$ cat src/hdl/target_impulse_correlation_unit_defines.svh
`ifndef TARGET_IMPULSE_CORRELATION_UNIT_DEFINES_SVH
`define TARGET_IMPULSE_CORRELATION_UNIT_DEFINES_SVH
// assertion helpers
`define TIC_ASSERT_IMPL(label, clk, rstn, prop, msg) \
  label: assert property (@(posedge clk) disable iff (!rstn) prop) else $error(msg);
`define TIC_ASSERT_NEVER(label, clk, rstn, cond, msg) \
  label: assert property (@(posedge clk) disable iff (!rstn) !(cond)) else $error(msg);
`endif

$ cat src/hdl/tic_pkg.sv
package tic_pkg;
  localparam int unsigned SubframeLen = 64;
  localparam int unsigned TrackCount  = 4;
  localparam int unsigned AddrW       = $clog2(SubframeLen);
  localparam int unsigned CntW        = $clog2(SubframeLen + 1);
  localparam int unsigned TrkW        = (TrackCount > 1) ? $clog2(TrackCount) : 1;
  localparam int unsigned PosW        = 6;

  typedef enum logic [2:0] {
    StLoad,
    StMac,
    StMacLast,
    StMacDrain,
    StStore,
    StNorm,
    StEmitRd,
    StEmit
  } state_e;

  function automatic logic signed [31:0] sat_add32(logic signed [31:0] a,
                                                    logic signed [31:0] b);
    logic signed [32:0] s;
    s = {a[31], a} + {b[31], b};
    if (s[32] != s[31]) return s[32] ? 32'sh8000_0000 : 32'sh7fff_ffff;
    return s[31:0];
  endfunction
endpackage

$ cat src/hdl/tic_scale.sv
module tic_scale (
  input  logic signed [31:0] value_i,
  input  logic signed [5:0]  shift_i,
  output logic signed [15:0] corr_o
);
  import tic_pkg::*;
  logic signed [63:0] wide;
  logic signed [31:0] v;
  logic signed [31:0] r;
  logic [5:0]         n;

  always_comb begin
    wide = 64'(value_i);
    n    = 6'd0;
    v    = value_i;
    if (!shift_i[5]) begin
      n    = shift_i;
      wide = wide <<< n;
      if (wide > 64'sh7fff_ffff)       v = 32'sh7fff_ffff;
      else if (wide < -64'sh8000_0000) v = 32'sh8000_0000;
      else                             v = wide[31:0];
    end else begin
      n = 6'(-shift_i);
      v = value_i >>> n;
    end
    r      = sat_add32(v, 32'sh0000_8000);
    corr_o = r[31:16];
  end
endmodule

$ cat config.mk
export PLATFORM = sky130hd
export DESIGN_NAME = tic_scale
export DESIGN_NICKNAME = d
export VERILOG_FILES = /design/src/hdl/target_impulse_correlation_unit_defines.svh /design/src/hdl/tic_pkg.sv /design/src/hdl/tic_scale.sv
export SDC_FILE = /design/constraint.sdc
export NUM_CORES = 1
export LEC_CHECK = 0
export BUFFER_PORTS_ARGS = -buffer_cell sky130_fd_sc_hd__buf_2
export CAP_MARGIN = 20
export CORE_MARGIN = 2
export CORE_UTILIZATION = 46
export DETAILED_ROUTE_END_ITERATION = 10
export PLACE_DENSITY = 0.71
export REMOVE_ABC_BUFFERS = 1
export SETUP_SLACK_MARGIN = 0.15
export SLEW_MARGIN = 5
export SYNTH_ARGS = -nofsm -noshare
export SYNTH_HDL_FRONTEND = slang
export SYNTH_SLANG_ARGS = --single-unit
$ cat constraint.sdc
create_clock -name vclk -period 8.14
set_input_delay 1.221 -clock vclk [all_inputs]
set_output_delay 1.221 -clock vclk [all_outputs]
set_load 0.01 [all_outputs]
==> qor.csv <==
stage,metric,value,unit
grt,first-pass GRT wire length,39100,µm
sta,Final Cycle Share,0.950,
logic_synthesis,Syn Inst Count,816,
logic_synthesis,synth warn,0,
power_and_ir_drop,static leakage,2.39,nW
floorplan,die height,117,µm
power_and_ir_drop,clock share of power,0,
placement,Final Wtd Congestion,1.07,
run,number of max-cap violations,0,
sta,Tmin final,7.74,ns
sta,Final Hold Fails,0,
placement,Port Buffers,54,
logic_synthesis,Synth area leaders,"mux4_2, mux2i_1, mux2_2, nand2_1, nor2_1",
route,vias per cell,7.38,
setup_path,Critical Path Sink Type,primary output,
grt,vias in the first global route,6654,
placement,dpl hpwl,20200,µm
sta,setup violators final,0,
power_and_ir_drop,pwr/cell area,84.5,mW/mm²
sta,setup tns final,0,ns
power_and_ir_drop,internal power,206,µW
route,Detailed Route Iter0 Violations,1054,
logic_synthesis,"area leader, netlist",mux4_2,
setup_path,CP cell instances,"buf_6, mux2_2, mux4_2, mux2_2, a221o_1, or4_1, or4_4, o41ai_4, a211oi_1, ha_1, nor3b_1, and4_1, nor2_1, nand4_1, nor4_1, o311ai_2, buf_4, o31ai_1, and2_1, buf_2",
setup_path,CP Max Fanout,25,
placement,dpl cells,1008,
final_layout,Final Net Count,878,
placement,DP Area,0.00633,mm²
setup_path,CP required,6.92,ns
clocking,post_cts resized,0,
logic_synthesis,Syn Std Cell Area,0.00584,mm²
min_path,Min-Delay Path Class,input pin to primary output,
status,outcome,"finished, final reports clean",
sta,RSZ-0062 raised after global routing,false,
route,Detail Route Antenna Nets,0,
setup_path,CP most frequent cell,mux2_2,
floorplan,die area,0.0136,mm²
sta,final slew viol count,0,
clocking,hold_buf cts,0,
sta,maximum achievable frequency,0.129,GHz
power_and_ir_drop,Sw Share,0.617,
floorplan,io pins,54,
sta,worst slew pin tran,1.11,ns
floorplan,row count,41,
setup_path,slowest CP cell,mux4_2,
route,routed vias,7438,
setup_path,Max stage delay on crit path,0.62,ns
sta,worst hold slack,3.25,ns
route,DRT Pass-1 Iters,6,
final_layout,Post-Layout Cell Count,1008,
logic_synthesis,share of Yosys cell area claimed by the top area cell type,0.170,
grt,initial antenna violation count,0,
final_layout,area growth from synthesis to layout,8.92,%
floorplan,Core Box Area,0.0125,mm²
grt,Total Routing Usage GR,0.375,
route,routed wire length,25700,µm
placement,pre-CTS WS,0.361,ns
floorplan,Starting Density,0.466,
final_layout,storage element area,0,µm²
setup_path,Worst Path Arrival,6.52,ns
final_layout,Clock buffer cells,0,
final_layout,FFs & Latches,0,
power_and_ir_drop,part of the power in registers,0,
setup_path,Crit Path Category,input pin to primary output,
route,routed length per instance,25.5,µm
final_layout,"commonest non-fill, non-tap cell in the layout",nand2_1,
final_layout,share of post-route cells with drive strength above 1,0.238,
power_and_ir_drop,Peak VDD IR,0.0000537,V
clocking,Post-CTS Setup Bufs,0,
final_layout,"commonest non-fill, non-tap cells in the layout","nand2_1, nor2_1, buf_2",
grt,grt ovf,0,
sta,final worst setup slack,0.403,ns
power_and_ir_drop,Net Sw Power,331,µW
logic_synthesis,Synth cell types,81,
logic_synthesis,Synth Area per Inst,7.15,µm²
final_layout,final instance area,0.00636,mm²
floorplan,Chip Width,117,µm
route,DRC,0,
sta,Worst slew margin,0.255,
setup_path,Startpoint Class,input pin,
grt,largest net degree at the start of global routing,47,
power_and_ir_drop,Comb pwr share,1.000,
final_layout,Antenna diodes,0,
logic_synthesis,post-synthesis sequential area ratio,0,
==> worst max-delay path, delay by kind of cell <==
family,cells,cell delay [ns]
fa+ha+maj,1,0.23
buf+inv,3,0.57
compound gates,5,1.07
mux,3,1.35
simple gates,8,2.04
==> per-layer routing <==
layer,global-route usage,part of all wire,vias to the layer above
met5,0,0,-
met2,0.614,0.46,554
met1,0.498,0.39,3524
met3,0.0317,0.092,103
li1,-,-,3257
met4,0.186,0.063,0
==> path summary, 6_finish.rpt <==
| check | from | endpoint | cells past startpoint |
|---|---|---|---|
| worst min-delay path | shift_i[5] | corr_o[7] | 6 |
| worst max-delay path | shift_i[1] | corr_o[8] | 20 |
==> through the flow <==
stage                      util  total power [mW]
after floorplan               -             0.315
after global placement    0.506             0.519
after detailed placement  0.506             0.514
after CTS                 0.506             0.516
after global routing      0.508             0.567
final                     0.508             0.537
==> layout make-up <==
cell class,count,area (µm²)
inverter,19,71.3
tap,172,215
fill,1288,6160
multi-input combinational,722,5460
timing repair buffer,95,613
==> power groups by stage <==
stage,sequential (mW),combinational [mW],clock (mW)
finish,0,0.537,0
global route,0,0.567,0
CTS,0,0.516,0
detailed placement,0,0.514,0
global placement,0,0.519,0
floorplan,0,0.315,0
==> Yosys cell counts (8+ instances only) <==
master / count
o211ai_1: 11
nor2_1: 71
nor3_1: 24
buf_1: 15
mux4_2: 44
mux2_2: 38
a21oi_1: 44
buf_2: 16
a211oi_1: 14
o22ai_1: 14
o31ai_1: 8
inv_1: 16
o21ai_0: 44
nand2b_1: 14
o221ai_1: 10
nand3_1: 23
clkbuf_1: 40
a22oi_1: 11
a221oi_1: 9
a21boi_0: 8
mux2i_1: 45
nor2b_1: 14
xnor2_1: 8
nand2_1: 101
a31oi_1: 13
nor4_1: 9
==> cell families (layout without fill, tap and decap cells) <==
logic type / count (synthesis) / in the layout / synth area share
buf+inv: 94 / 114 / 0.0684
fa+ha+maj: 2 / 2 / 0.00429
mux: 130 / 130 / 0.327
compound gates: 271 / 271 / 0.330
xor+xnor: 11 / 11 / 0.0165
simple gates: 308 / 308 / 0.254
(Power assumes the default switching activity.)
